<file path="config.mk">
export PLATFORM = sky130hd
export DESIGN_NAME = source_text_tokenizer_unit
export DESIGN_NICKNAME = d
export VERILOG_FILES = /design/src/design/stt_pkg.sv /design/src/design/source_text_tokenizer_unit.sv /design/src/design/stt_front.sv /design/src/design/stt_lexer.sv /design/src/design/stt_outq.sv
export SDC_FILE = /design/constraint.sdc
export NUM_CORES = 1
export LEC_CHECK = 0
export ABC_AREA = 1
export BUFFER_PORTS_ARGS = -buffer_cell sky130_fd_sc_hd__buf_2
export CAP_MARGIN = 10
export CORE_UTILIZATION = 40
export DETAILED_ROUTE_END_ITERATION = 12
export GPL_TIMING_DRIVEN = 0
export PLACE_DENSITY = 0.55
export SYNTH_ARGS = -nofsm -noshare
export SYNTH_HDL_FRONTEND = slang
export SYNTH_SLANG_ARGS = --single-unit
</file>
<file path="constraint.sdc">
create_clock -name i_clk -period 4.9 [get_ports i_clk]
set_input_delay 0.98 -clock i_clk [delete_from_list [all_inputs] [get_ports i_clk]]
set_output_delay 0.98 -clock i_clk [all_outputs]
set_load 0.01 [all_outputs]
</file>
<file path="src/design/stt_pkg.sv">
package stt_pkg;

    // Defaults for the top-level parameters
    localparam int MAX_COMMENT_BYTES_DEF = 4;
    localparam int POSITION_BITS_DEF     = 16;

    localparam logic [15:0] LEN_MAX = 16'hFFFF;

    // Configuration register indexes
    localparam logic [1:0] CFG_EXT = 2'd0;
    localparam logic [1:0] CFG_PAT = 2'd1;
    localparam logic [1:0] CFG_LEN = 2'd2;

    // Token kinds
    localparam logic [4:0] K_IDENT  = 5'd0;
    localparam logic [4:0] K_INT    = 5'd1;
    localparam logic [4:0] K_LPAREN = 5'd2;
    localparam logic [4:0] K_RPAREN = 5'd3;
    localparam logic [4:0] K_LBRACE = 5'd4;
    localparam logic [4:0] K_RBRACE = 5'd5;
    localparam logic [4:0] K_COLON  = 5'd6;
    localparam logic [4:0] K_COMMA  = 5'd7;
    localparam logic [4:0] K_SEMI   = 5'd8;
    localparam logic [4:0] K_BANG   = 5'd9;
    localparam logic [4:0] K_EQ     = 5'd11;
    localparam logic [4:0] K_PLUS   = 5'd13;
    localparam logic [4:0] K_MINUS  = 5'd14;
    localparam logic [4:0] K_STAR   = 5'd15;
    localparam logic [4:0] K_SLASH  = 5'd16;
    localparam logic [4:0] K_DOT    = 5'd17;
    localparam logic [4:0] K_LT     = 5'd18;
    localparam logic [4:0] K_GT     = 5'd20;
    localparam logic [4:0] K_ERR    = 5'd22;
    localparam logic [4:0] K_END    = 5'd23;

    // Character codes
    localparam logic [7:0] CH_NL     = 8'h0A;
    localparam logic [7:0] CH_SPACE  = 8'h20;
    localparam logic [7:0] CH_TAB    = 8'h09;
    localparam logic [7:0] CH_CR     = 8'h0D;
    localparam logic [7:0] CH_US     = 8'h5F;
    localparam logic [7:0] CH_LPAREN = 8'h28;
    localparam logic [7:0] CH_RPAREN = 8'h29;
    localparam logic [7:0] CH_LBRACE = 8'h7B;
    localparam logic [7:0] CH_RBRACE = 8'h7D;
    localparam logic [7:0] CH_COLON  = 8'h3A;
    localparam logic [7:0] CH_COMMA  = 8'h2C;
    localparam logic [7:0] CH_SEMI   = 8'h3B;
    localparam logic [7:0] CH_PLUS   = 8'h2B;
    localparam logic [7:0] CH_MINUS  = 8'h2D;
    localparam logic [7:0] CH_STAR   = 8'h2A;
    localparam logic [7:0] CH_SLASH  = 8'h2F;
    localparam logic [7:0] CH_DOT    = 8'h2E;
    localparam logic [7:0] CH_BANG   = 8'h21;
    localparam logic [7:0] CH_EQ     = 8'h3D;
    localparam logic [7:0] CH_LT     = 8'h3C;
    localparam logic [7:0] CH_GT     = 8'h3E;

    typedef enum logic [3:0] {
        M_IDLE,
        M_IDENT,
        M_INT,
        M_BANG,
        M_EQ,
        M_LT,
        M_GT,
        M_MATCH,
        M_COMMENT
    } t_mode;

    typedef struct packed {
        logic        ext;
        logic [31:0] pat;
        logic [2:0]  clen;
    } t_cfg;

    typedef struct packed {
        logic [4:0]  kind;
        logic [15:0] start;
        logic [15:0] len;
        logic [7:0]  bad;
    } t_tok;

    typedef struct packed {
        logic emit;
        logic run_end;
        t_tok tok;
    } t_step;

    typedef struct packed {
        logic [7:0] ch;
        logic       eos;
    } t_in;

    function automatic logic is_ws(logic [7:0] b);
        return (b == CH_SPACE) || ((b >= CH_TAB) && (b <= CH_CR));
    endfunction

    function automatic logic is_alpha(logic [7:0] b);
        return ((b >= 8'h61) && (b <= 8'h7A)) || ((b >= 8'h41) && (b <= 8'h5A));
    endfunction

    function automatic logic is_digit(logic [7:0] b);
        return (b >= 8'h30) && (b <= 8'h39);
    endfunction

    // Single-byte punctuation: hit flag over kind
    function automatic logic [5:0] punct_kind(logic [7:0] b);
        logic [5:0] r;
        case (b)
            CH_LPAREN: r = {1'b1, K_LPAREN};
            CH_RPAREN: r = {1'b1, K_RPAREN};
            CH_LBRACE: r = {1'b1, K_LBRACE};
            CH_RBRACE: r = {1'b1, K_RBRACE};
            CH_COLON:  r = {1'b1, K_COLON};
            CH_COMMA:  r = {1'b1, K_COMMA};
            CH_SEMI:   r = {1'b1, K_SEMI};
            CH_PLUS:   r = {1'b1, K_PLUS};
            CH_MINUS:  r = {1'b1, K_MINUS};
            CH_STAR:   r = {1'b1, K_STAR};
            CH_SLASH:  r = {1'b1, K_SLASH};
            CH_DOT:    r = {1'b1, K_DOT};
            default:   r = 6'd0;
        endcase
        return r;
    endfunction

endpackage

</file>
<file path="src/design/source_text_tokenizer_unit.sv">
// Source text tokenizer.
// Input channel: one source byte per transfer (i_char_code), with
// i_end_of_source marking the final byte. Output channel: one token per
// transfer: kind, start position, length, offending byte for error tokens,
// and o_last_in_run on the last token caused by an input byte.
// Configuration: i_cfg_we writes register i_cfg_index (0 extended names,
// 1 comment pattern, 2 comment length) from i_cfg_data.
// Throughput: one byte per cycle while each byte needs one lexer step and
// the token queue has room. A byte that both ends a token and starts
// another takes two steps, and is slowed further when both steps give a
// token; a failed comment match replays its held bytes, one step per byte;
// the end of source takes one step per flushed token plus one for the end
// token. A token can be taken once it reaches the token queue; each further
// lexer step for the same byte (an earlier token, a replay, the flush) and
// each wait for the run to end delays it.
// Reset clears the queues, the lexer and the position counter to zero and
// the configuration registers to zero (comments off, plain names).
// When the receiver stalls, the two-entry token queue fills, the lexer
// halts and the two-entry input queue then drops o_in_ready.
module source_text_tokenizer_unit #(
    parameter int MAX_COMMENT_BYTES = stt_pkg::MAX_COMMENT_BYTES_DEF,
    parameter int POSITION_BITS     = stt_pkg::POSITION_BITS_DEF
) (
    input  logic        i_clk,
    input  logic        i_rst_n,
    input  logic        i_in_valid,
    output logic        o_in_ready,
    input  logic [7:0]  i_char_code,
    input  logic        i_end_of_source,
    input  logic        i_cfg_we,
    input  logic [1:0]  i_cfg_index,
    input  logic [31:0] i_cfg_data,
    output logic        o_out_valid,
    input  logic        i_out_ready,
    output logic [4:0]  o_token_kind,
    output logic [15:0] o_token_start,
    output logic [15:0] o_token_length,
    output logic [7:0]  o_bad_char,
    output logic        o_last_in_run
);
    import stt_pkg::*;

    t_cfg                     r_cfg;
    t_in                      q_item;
    logic                     q_valid, q_pop, go, step_valid;
    logic [POSITION_BITS-1:0] q_pos;
    t_step                    step;
    t_tok                     tok;

    // Write configuration registers
    always_ff @(posedge i_clk) begin
        if (!i_rst_n) begin
            r_cfg <= '0;
        end else if (i_cfg_we) begin
            case (i_cfg_index)
                CFG_EXT: r_cfg.ext  <= i_cfg_data[0];
                CFG_PAT: r_cfg.pat  <= i_cfg_data;
                CFG_LEN: r_cfg.clen <= i_cfg_data[2:0];
                default: r_cfg      <= r_cfg;
            endcase
        end
    end

    stt_front #(.PB(POSITION_BITS)) u_front (
        .i_clk      (i_clk),
        .i_rst_n    (i_rst_n),
        .i_in_valid (i_in_valid),
        .o_in_ready (o_in_ready),
        .i_item     ('{i_char_code, i_end_of_source}),
        .o_q_valid  (q_valid),
        .o_q_item   (q_item),
        .o_q_pos    (q_pos),
        .i_q_pop    (q_pop)
    );

    stt_lexer #(.MCB(MAX_COMMENT_BYTES), .PB(POSITION_BITS)) u_lexer (
        .i_clk        (i_clk),
        .i_rst_n      (i_rst_n),
        .i_cfg        (r_cfg),
        .i_q_valid    (q_valid),
        .i_q_item     (q_item),
        .i_q_pos      (q_pos),
        .o_q_pop      (q_pop),
        .i_go         (go),
        .o_step_valid (step_valid),
        .o_step       (step)
    );

    stt_outq u_outq (
        .i_clk        (i_clk),
        .i_rst_n      (i_rst_n),
        .i_step_valid (step_valid),
        .i_step       (step),
        .o_go         (go),
        .o_out_valid  (o_out_valid),
        .i_out_ready  (i_out_ready),
        .o_tok        (tok),
        .o_last       (o_last_in_run)
    );

    assign o_token_kind   = tok.kind;
    assign o_token_start  = tok.start;
    assign o_token_length = tok.len;
    assign o_bad_char     = tok.bad;

endmodule

</file>
<file path="src/design/stt_front.sv">
module stt_front #(
    parameter int PB = 16
) (
    input  logic              i_clk,
    input  logic              i_rst_n,
    input  logic              i_in_valid,
    output logic              o_in_ready,
    input  stt_pkg::t_in      i_item,
    output logic              o_q_valid,
    output stt_pkg::t_in      o_q_item,
    output logic [PB-1:0]     o_q_pos,
    input  logic              i_q_pop
);
    import stt_pkg::*;

    t_in           r_item [2];
    logic [PB-1:0] r_ipos [2];
    logic          r_wp, r_rp;
    logic [1:0]    r_cnt;
    logic [PB-1:0] r_pos;
    logic          acc;

    assign o_in_ready = (r_cnt != 2'd2);
    assign acc        = i_in_valid && o_in_ready;
    assign o_q_valid  = (r_cnt != 2'd0);
    assign o_q_item   = r_item[r_rp];
    assign o_q_pos    = r_ipos[r_rp];

    // Advance pointers, count and source position
    always_ff @(posedge i_clk) begin
        if (!i_rst_n) begin
            r_wp  <= 1'b0;
            r_rp  <= 1'b0;
            r_cnt <= 2'd0;
            r_pos <= '0;
        end else begin
            if (acc) begin
                r_wp <= ~r_wp;
                if (i_item.eos) begin
                    r_pos <= '0;
                end else if (r_pos != '1) begin
                    r_pos <= r_pos + 1'b1;
                end
            end
            if (i_q_pop) begin
                r_rp <= ~r_rp;
            end
            r_cnt <= r_cnt + {1'b0, acc} - {1'b0, i_q_pop};
        end
    end

    // Stamp each transfer with its position
    always_ff @(posedge i_clk) begin
        if (acc) begin
            r_item[r_wp] <= i_item;
            r_ipos[r_wp] <= r_pos;
        end
    end

endmodule

</file>
<file path="src/design/stt_lexer.sv">
module stt_lexer #(
    parameter int MCB = 4,
    parameter int PB  = 16
) (
    input  logic              i_clk,
    input  logic              i_rst_n,
    input  stt_pkg::t_cfg     i_cfg,
    input  logic              i_q_valid,
    input  stt_pkg::t_in      i_q_item,
    input  logic [PB-1:0]     i_q_pos,
    output logic              o_q_pop,
    input  logic              i_go,
    output logic              o_step_valid,
    output stt_pkg::t_step    o_step
);
    import stt_pkg::*;

    localparam int IW = (MCB > 1) ? $clog2(MCB) : 1;
    localparam int CW = $clog2(MCB + 1);

    t_mode         r_mode, n_mode;
    logic [PB-1:0] r_pstart;
    logic [15:0]   r_plen;
    logic [7:0]    r_held_ch  [MCB];
    logic [PB-1:0] r_held_pos [MCB];
    logic [CW-1:0] r_hc;
    logic [7:0]    r_rb_ch    [MCB];
    logic [PB-1:0] r_rb_pos   [MCB];
    logic          r_rb_allow [MCB];
    logic [CW-1:0] r_rb_cnt;
    logic          r_eos;
    logic [PB-1:0] r_end_pos;

    logic          from_rb, from_q, eos_work, active, fire;
    logic [7:0]    x_ch;
    logic [PB-1:0] x_pos;
    logic          x_allow;
    logic [2:0]    n_eff;
    logic [7:0]    pat_cur;
    logic          match_next, last_hold;
    logic [5:0]    pk;
    t_mode         a_mode;
    logic          a_emit, a_consume, a_replay, a_len_inc, a_start;
    logic          a_hold, a_match_start, a_end, a_run_end;
    t_tok          a_tok;

    function automatic logic [4:0] op_kind(t_mode m);
        logic [4:0] k;
        case (m)
            M_BANG:  k = K_BANG;
            M_EQ:    k = K_EQ;
            M_LT:    k = K_LT;
            default: k = K_GT;
        endcase
        return k;
    endfunction

    // Pick the item: replay buffer first, then the input queue
    assign from_rb  = (r_rb_cnt != '0);
    assign eos_work = r_eos && !from_rb;
    assign from_q   = !from_rb && !r_eos && i_q_valid;
    assign active   = from_rb || from_q || eos_work;
    assign fire     = active && i_go;
    assign x_ch     = from_rb ? r_rb_ch[0] : i_q_item.ch;
    assign x_pos    = from_rb ? r_rb_pos[0] : i_q_pos;
    assign x_allow  = from_rb ? r_rb_allow[0] : 1'b1;

    assign o_step_valid = fire;
    assign o_q_pop      = fire && from_q;

    // Effective comment length
    always_comb begin
        n_eff = i_cfg.clen;
        if (int'(i_cfg.clen) > MCB) begin
            n_eff = 3'(MCB);
        end
        if (n_eff > 3'd4) begin
            n_eff = 3'd4;
        end
    end

    assign pat_cur    = 8'(i_cfg.pat >> {2'(r_hc), 3'b000});
    assign match_next = ({1'b0, r_hc} < 4'(n_eff)) && (x_ch == pat_cur);
    assign last_hold  = (4'(r_hc) + 4'd1) >= 4'(n_eff);
    assign pk         = punct_kind(x_ch);

    // Decode one step of the lexer
    always_comb begin
        a_emit        = 1'b0;
        a_tok         = '0;
        a_consume     = 1'b1;
        a_replay      = 1'b0;
        a_len_inc     = 1'b0;
        a_start       = 1'b0;
        a_hold        = 1'b0;
        a_match_start = 1'b0;
        a_end         = 1'b0;
        a_mode        = r_mode;
        if (eos_work) begin
            a_consume = 1'b0;
            a_mode    = M_IDLE;
            case (r_mode)
                M_MATCH: begin
                    a_replay = 1'b1;
                end
                M_IDENT: begin
                    a_emit = 1'b1;
                    a_tok  = '{K_IDENT, 16'(r_pstart), r_plen, 8'd0};
                end
                M_INT: begin
                    a_emit = 1'b1;
                    a_tok  = '{K_INT, 16'(r_pstart), r_plen, 8'd0};
                end
                M_BANG, M_EQ, M_LT, M_GT: begin
                    a_emit = 1'b1;
                    a_tok  = '{op_kind(r_mode), 16'(r_pstart), 16'd1, 8'd0};
                end
                default: begin
                    a_emit = 1'b1;
                    a_end  = 1'b1;
                    a_tok  = '{K_END, 16'(r_end_pos), 16'd0, 8'd0};
                end
            endcase
        end else begin
            case (r_mode)
                M_IDENT, M_INT: begin
                    if ((r_mode == M_INT) ? is_digit(x_ch) :
                        (i_cfg.ext ? !is_ws(x_ch) :
                         (is_alpha(x_ch) || is_digit(x_ch) || x_ch == CH_US))) begin
                        a_len_inc = 1'b1;
                    end else begin
                        a_emit    = 1'b1;
                        a_tok     = '{(r_mode == M_INT) ? K_INT : K_IDENT,
                                      16'(r_pstart), r_plen, 8'd0};
                        a_consume = 1'b0;
                        a_mode    = M_IDLE;
                    end
                end
                M_BANG, M_EQ, M_LT, M_GT: begin
                    a_emit = 1'b1;
                    a_mode = M_IDLE;
                    if (x_ch == CH_EQ) begin
                        a_tok = '{op_kind(r_mode) + 5'd1, 16'(r_pstart), 16'd2, 8'd0};
                    end else begin
                        a_tok     = '{op_kind(r_mode), 16'(r_pstart), 16'd1, 8'd0};
                        a_consume = 1'b0;
                    end
                end
                M_COMMENT: begin
                    if (x_ch == CH_NL) begin
                        a_mode = M_IDLE;
                    end
                end
                M_MATCH: begin
                    if (match_next) begin
                        a_hold = 1'b1;
                        if (last_hold) begin
                            a_mode = M_COMMENT;
                        end
                    end else begin
                        a_replay  = 1'b1;
                        a_consume = 1'b0;
                        a_mode    = M_IDLE;
                    end
                end
                default: begin
                    a_mode = M_IDLE;
                    if (is_ws(x_ch)) begin
                        a_mode = M_IDLE;
                    end else if (x_allow && n_eff != 3'd0 && x_ch == i_cfg.pat[7:0]) begin
                        if (n_eff == 3'd1) begin
                            a_mode = M_COMMENT;
                        end else begin
                            a_mode        = M_MATCH;
                            a_match_start = 1'b1;
                        end
                    end else begin
                        a_start = 1'b1;
                        if (is_alpha(x_ch)) begin
                            a_mode = M_IDENT;
                        end else if (is_digit(x_ch)) begin
                            a_mode = M_INT;
                        end else if (pk[5]) begin
                            a_emit = 1'b1;
                            a_tok  = '{pk[4:0], 16'(x_pos), 16'd1, 8'd0};
                        end else if (x_ch == CH_BANG) begin
                            a_mode = M_BANG;
                        end else if (x_ch == CH_EQ) begin
                            a_mode = M_EQ;
                        end else if (x_ch == CH_LT) begin
                            a_mode = M_LT;
                        end else if (x_ch == CH_GT) begin
                            a_mode = M_GT;
                        end else begin
                            a_emit = 1'b1;
                            a_tok  = '{K_ERR, 16'(x_pos), 16'd1, x_ch};
                        end
                    end
                end
            endcase
        end
    end

    // End of run: nothing left to do for the current input transfer
    always_comb begin
        if (eos_work) begin
            a_run_end = a_end;
        end else if (!a_consume) begin
            a_run_end = 1'b0;
        end else if (from_rb) begin
            a_run_end = (r_rb_cnt == CW'(1)) && !r_eos;
        end else begin
            a_run_end = !i_q_item.eos;
        end
    end

    assign o_step = '{a_emit, a_run_end, a_tok};

    // Next lexer mode
    always_comb begin
        n_mode = r_mode;
        if (fire) begin
            n_mode = a_mode;
        end
    end

    // Control state
    always_ff @(posedge i_clk) begin
        if (!i_rst_n) begin
            r_mode   <= M_IDLE;
            r_hc     <= '0;
            r_rb_cnt <= '0;
            r_eos    <= 1'b0;
        end else begin
            r_mode <= n_mode;
            if (fire) begin
                if (from_q && i_q_item.eos) begin
                    r_eos <= 1'b1;
                end
                if (a_end) begin
                    r_eos <= 1'b0;
                end
                if (a_match_start) begin
                    r_hc <= CW'(1);
                end else if (a_hold) begin
                    r_hc <= last_hold ? '0 : r_hc + 1'b1;
                end else if (a_replay || a_end) begin
                    r_hc <= '0;
                end
                if (a_replay) begin
                    if (eos_work) begin
                        r_rb_cnt <= r_hc;
                    end else if (from_q) begin
                        r_rb_cnt <= r_hc + 1'b1;
                    end else begin
                        r_rb_cnt <= r_hc + r_rb_cnt;
                    end
                end else if (from_rb) begin
                    if (a_consume) begin
                        r_rb_cnt <= r_rb_cnt - 1'b1;
                    end
                end else if (from_q && !a_consume) begin
                    r_rb_cnt <= CW'(1);
                end
            end
        end
    end

    // Payload: pending token, held bytes, replay buffer
    always_ff @(posedge i_clk) begin
        logic [IW-1:0] j;
        if (fire) begin
            if (from_q && i_q_item.eos) begin
                r_end_pos <= (i_q_pos == '1) ? i_q_pos : i_q_pos + 1'b1;
            end
            if (a_start) begin
                r_pstart <= x_pos;
                r_plen   <= 16'd1;
            end else if (a_match_start) begin
                r_pstart <= x_pos;
            end else if (a_len_inc && r_plen != LEN_MAX) begin
                r_plen <= r_plen + 16'd1;
            end
            if (a_match_start) begin
                r_held_ch[0]  <= x_ch;
                r_held_pos[0] <= x_pos;
            end else if (a_hold) begin
                r_held_ch[r_hc[IW-1:0]]  <= x_ch;
                r_held_pos[r_hc[IW-1:0]] <= x_pos;
            end
            if (a_replay) begin
                for (int i = 0; i < MCB; i++) begin
                    j = IW'(i - int'(r_hc));
                    if (i < int'(r_hc)) begin
                        r_rb_ch[i]    <= r_held_ch[i];
                        r_rb_pos[i]   <= r_held_pos[i];
                        r_rb_allow[i] <= (i != 0);
                    end else if (from_q) begin
                        r_rb_ch[i]    <= x_ch;
                        r_rb_pos[i]   <= x_pos;
                        r_rb_allow[i] <= 1'b1;
                    end else if (from_rb) begin
                        r_rb_ch[i]    <= r_rb_ch[j];
                        r_rb_pos[i]   <= r_rb_pos[j];
                        r_rb_allow[i] <= r_rb_allow[j];
                    end
                end
            end else if (from_rb) begin
                if (a_consume) begin
                    for (int i = 0; i < MCB - 1; i++) begin
                        r_rb_ch[i]    <= r_rb_ch[i+1];
                        r_rb_pos[i]   <= r_rb_pos[i+1];
                        r_rb_allow[i] <= r_rb_allow[i+1];
                    end
                end
            end else if (from_q && !a_consume) begin
                r_rb_ch[0]    <= x_ch;
                r_rb_pos[0]   <= x_pos;
                r_rb_allow[0] <= 1'b1;
            end
        end
    end

    // Replay buffer never overflows
    a_rb_bound: assert property (@(posedge i_clk) disable iff (!i_rst_n)
        int'(r_rb_cnt) <= MCB)
        else $error("replay buffer overflow");

    // A partial comment match always holds bytes; a comment holds none
    a_match_held: assert property (@(posedge i_clk) disable iff (!i_rst_n)
        (r_mode == M_MATCH) |-> (r_hc != '0))
        else $error("match without held bytes");

    a_comment_clr: assert property (@(posedge i_clk) disable iff (!i_rst_n)
        (r_mode == M_COMMENT) |-> (r_hc == '0))
        else $error("comment with held bytes");

    // The last byte of the source always arms the flush
    a_eos_arm: assert property (@(posedge i_clk) disable iff (!i_rst_n)
        (o_q_pop && i_q_item.eos) |=> r_eos)
        else $error("end of source lost");

endmodule

</file>
<file path="src/design/stt_outq.sv">
module stt_outq (
    input  logic             i_clk,
    input  logic             i_rst_n,
    input  logic             i_step_valid,
    input  stt_pkg::t_step   i_step,
    output logic             o_go,
    output logic             o_out_valid,
    input  logic             i_out_ready,
    output stt_pkg::t_tok    o_tok,
    output logic             o_last
);
    import stt_pkg::*;

    t_tok       r_q_tok  [2];
    logic       r_q_last [2];
    logic       r_wp, r_rp;
    logic [1:0] r_cnt;
    t_tok       r_stg;
    logic       r_stg_v, r_stg_fin;
    logic       full, push, pop, push_last, stg_load, stg_clr, stg_fin_set;
    t_tok       push_tok;

    assign full        = (r_cnt == 2'd2);
    assign o_go        = !r_stg_fin && !full;
    assign o_out_valid = (r_cnt != 2'd0);
    assign pop         = o_out_valid && i_out_ready;
    assign o_tok       = r_q_tok[r_rp];
    assign o_last      = r_q_last[r_rp];

    // Hold one token until its run is known to continue or end
    always_comb begin
        push        = 1'b0;
        push_tok    = r_stg;
        push_last   = 1'b0;
        stg_load    = 1'b0;
        stg_clr     = 1'b0;
        stg_fin_set = 1'b0;
        if (r_stg_fin) begin
            if (!full) begin
                push      = 1'b1;
                push_last = 1'b1;
                stg_clr   = 1'b1;
            end
        end else if (i_step_valid) begin
            if (i_step.emit) begin
                if (r_stg_v) begin
                    push        = 1'b1;
                    stg_load    = 1'b1;
                    stg_fin_set = i_step.run_end;
                end else if (i_step.run_end) begin
                    push      = 1'b1;
                    push_tok  = i_step.tok;
                    push_last = 1'b1;
                end else begin
                    stg_load = 1'b1;
                end
            end else if (i_step.run_end && r_stg_v) begin
                push      = 1'b1;
                push_last = 1'b1;
                stg_clr   = 1'b1;
            end
        end
    end

    always_ff @(posedge i_clk) begin
        if (!i_rst_n) begin
            r_wp      <= 1'b0;
            r_rp      <= 1'b0;
            r_cnt     <= 2'd0;
            r_stg_v   <= 1'b0;
            r_stg_fin <= 1'b0;
        end else begin
            if (push) begin
                r_wp <= ~r_wp;
            end
            if (pop) begin
                r_rp <= ~r_rp;
            end
            r_cnt <= r_cnt + {1'b0, push} - {1'b0, pop};
            if (stg_load) begin
                r_stg_v   <= 1'b1;
                r_stg_fin <= stg_fin_set;
            end else if (stg_clr) begin
                r_stg_v   <= 1'b0;
                r_stg_fin <= 1'b0;
            end
        end
    end

    always_ff @(posedge i_clk) begin
        if (push) begin
            r_q_tok[r_wp]  <= push_tok;
            r_q_last[r_wp] <= push_last;
        end
        if (stg_load) begin
            r_stg <= i_step.tok;
        end
    end

endmodule
</file>
==> qor.yml <==
status: "finished, final reports clean"
track_usage_pct: 30.0
crit_required_ns: 5.27
yosys.area.top_type: "edfxtp_1"
cp_cell_sequence: "inv_2 > buf_2 > clkbuf_4 > clkbuf_4 > ha_1 > nor2_1 > a211oi_1 > o21ai_0 > nor2_1 > nand3_1 > nor2_1 > nand2_2 > nand3_4 > inv_2 > nor2_8 > buf_2 > o21ai_4 > buf_12"
max_freq_mhz: 208
yosysSeqAreaShare_pct: 56.4
met1_usage_pct: 41.1
use_met3_pct: 7.96
crit_buf_inv: 7
start_util_pct: 40.5
worstMarginPinSlew_ns: 1.26
dp_hpwl_um: 68600
clk_latency_ns: 0.64
die_w_um: 255
h-tree-depth: 2
hold_violations: 0
min_path_type: "flip-flop to flip-flop"
area_growth_pct: 15.7
cts.sinks: 506
syn_area_um2: 25600
grt_most_used_layer: "met2"
via_per_inst: 5.83
dr.pass1.iters: 6
peakVddDrop_uv: 406
numCtsBuffers: 55
drv_cap: 0
setup_viol: 0
grt_pass1_vias: 20900
cpMostUsedCell: "nor2_1"
grt_overflow: 0
io_buffer_count: 94
synth_edf_count: 431
ant_nets: 0
cp-start-kind: "flip-flop"
synthDistinctLibCells: 52
ys_seq_elements: 506
vias: 22600
synth.net_count: 2866
grt_util_met2_pct: 43.3
wl_per_cell_um: 25.3
clk_pin_slew_ns: 0.06
slowest_stage: "buf_2"
die_area_um2: 65000
grt_first_pass_wirelength_um: 140000
finalNonFillerCells: 3877
cts_buffer_depth: 3
relSlewSlack_pct: 15.7
dp.cells: 3760
synth_flop_cell: "edfxtp_1"
finalCritPeriodShare_pct: 97.9
yosys-top-cells-area: "edfxtp_1, nand2_1, o21ai_0"
grt_max_degree: 37
routabilityCongestion: 1.05
path_max_fanout: 18
nFillCells: 5945
postSynthAreaPerCell_um2: 9.15
num-nets-final: 3052
critPathKind: "flip-flop to flip-flop"
multi_input_area_um2: 9550
p_per_area_nw_per_um2: 729
final_util_pct: 46.9
drc: 0
drt-initial-drc-count: 3455
maxSlewViolCount: 0
routed_wl_um: 98300
cts_tree: "yes"
syn_inst: 2799
fp.coreArea_um2: 63200
hold_buffers: 0
antenna_found_initial: 2
p_leak_nw: 11.6
synthArstFlopShare_pct: 0
cts-root-buf: "clkbuf_16"
synth_top_area_share_pct: 50.5
io_pins: 96
dieHeight_um: 255
crit_path_max_incr_delay_ns: 0.48
critical-path-top-delay-family: "buffers and inverters"
drive_gt1_share_pct: 13.8
fin_crit_ns: 4.80
arrival_ns: 5.16
rows: 92
seq_area_um2: 14400
ys_warn_count: 0
skew_ns: 0.0313
crit_path_end_kind: "flip-flop"
[logic make-up (layout without fill, tap and decap cells)]
group,count (synthesis),count (layout),synth area share (%)
other,0,2,0
AOI/OAI and AO/OA,712,714,15.4
xor gates and xnor gates,29,29,0.992
muxes,53,53,2.30
buffers and inverters,431,659,6.84
and+or+nand+nor,1049,1049,17.2
adders and majority gates,19,19,0.958
DFF,506,506,56.4
[synthesized netlist by cell type (9+ instances only)]
cell,count
or2_2,15
buf_6,9
nand2_2,19
clkbuf_1,91
nand2_1,625
a22oi_1,14
buf_2,33
ha_1,18
nand4_1,13
dfxtp_1,75
inv_2,27
nor3_1,53
edfxtp_1,431
xor2_1,26
mux2_2,46
o211ai_1,74
o22ai_1,15
o21ai_0,376
nor2_1,219
inv_1,254
o21ai_1,37
a31oi_1,18
a21oi_1,146
nand3_1,76
[final timing paths]
kind | from | endpoint | slack, ns | cells past startpoint
setup / recovery | u_lexer.r_hc[0] | u_lexer.r_rb_pos[3][8] | 0.10 | 18
hold / removal | r_cfg[25] | r_cfg[25] | 0.45 | 2
setup reg to reg | u_lexer.r_hc[0] | u_lexer.r_rb_pos[3][8] | 0.10 | 18
hold reg to reg | r_cfg[25] | r_cfg[25] | 0.45 | 2
[cells in the final DEF, fill, tap and decap left out, types with 5 or more instances in the layout]
cell type	netlist	final
ha_1	18	17
or2_2	15	15
mux2i_1	7	7
clkbuf_2	0	7
nor2_4	4	8
o211ai_1	74	74
nand2_2	19	19
a21oi_1	146	142
a211oi_1	7	7
buf_12	0	6
dfxtp_1	75	75
o21ai_1	37	38
nor4_1	6	6
nand3_1	76	76
clkinv_2	0	13
inv_2	27	28
nand3_2	6	5
a31oi_1	18	17
buf_4	6	22
nor2_1	219	213
bufinv_16	0	9
buf_6	9	15
o21ai_0	376	374
buf_2	33	127
inv_1	254	253
clkbuf_16	0	55
nand2_1	625	624
clkinv_1	5	11
nor3_1	53	52
xor2_1	26	26
a22oi_1	14	14
o22ai_1	15	15
nand4_1	13	13
a221oi_1	5	5
clkbuf_1	91	93
nor2_2	5	7
mux2_2	46	46
edfxtp_1	431	431
[flip-flops by register name, summed over array words and instances (netlist names), 16 cells and up, named ones only]
signal,count
u_outq.r_q_tok,90
u_lexer.r_held_pos,64
u_lexer.r_rb_pos,64
u_outq.r_stg,45
r_cfg,36
u_front.r_ipos,32
u_lexer.r_held_ch,32
u_lexer.r_rb_ch,32
u_front.r_item,18
u_front.r_pos,16
u_lexer.r_end_pos,16
u_lexer.r_plen,16
u_lexer.r_pstart,16
[per-layer routing]
layer	vias to the layer above	wire length [um]
met5	-	0
met4	0	6000
met3	317	11800
met2	1443	40900
met1	10800	39600
li1	10000	-
[tightest hold or removal path: stages, from the launching register on]
cell and delay (ns):
dfxtp_1 0.29, inv_1 0.06, a21oi_1 0.05
[final cells by class]
type,count,area share (%)
Antenna cell,2,0.0169
Buffer,144,2.35
Clock buffer,66,4.82
Clock inverter,35,1.56
Inverter,287,3.65
Multi-Input combinational cell,1864,32.2
Sequential cell,506,48.7
Tap cell,846,3.57
Timing Repair Buffer,127,3.06
[power breakdown]
group / internal (W) / switching, W / leakage (nW)
Clock: 0.00256 / 0.00184 / 0.912
Sequential: 0.00688 / 0.000511 / 4.58
Combinational: 0.00253 / 0.00727 / 6.08
Total: 0.0120 / 0.00963 / 11.6
[per-stage QoR]
step                 TNS, ns  hold WS [ns]  total power [W]  instance area [um2]  worst slack [ns]
global route        -0.00245         0.478           0.0225                29600          -0.00245
CTS                        0         0.452           0.0213                29500            0.0406
global placement     -685.14         0.437           0.0164                27100             -3.45
floorplan                  0         0.422           0.0128                25600             0.372
detailed placement   -165.61         0.443           0.0167                27500             -1.07
finish                     0         0.453           0.0216                29600             0.101
[what timing repair did]
action                                  CTS  global route
resized for setup                        12            20
buffers inserted                          6             5
endpoints found under the setup margin  381           261
cloned                                    2             0
pin swaps                                 5             3
(Power assumes the default switching activity.)
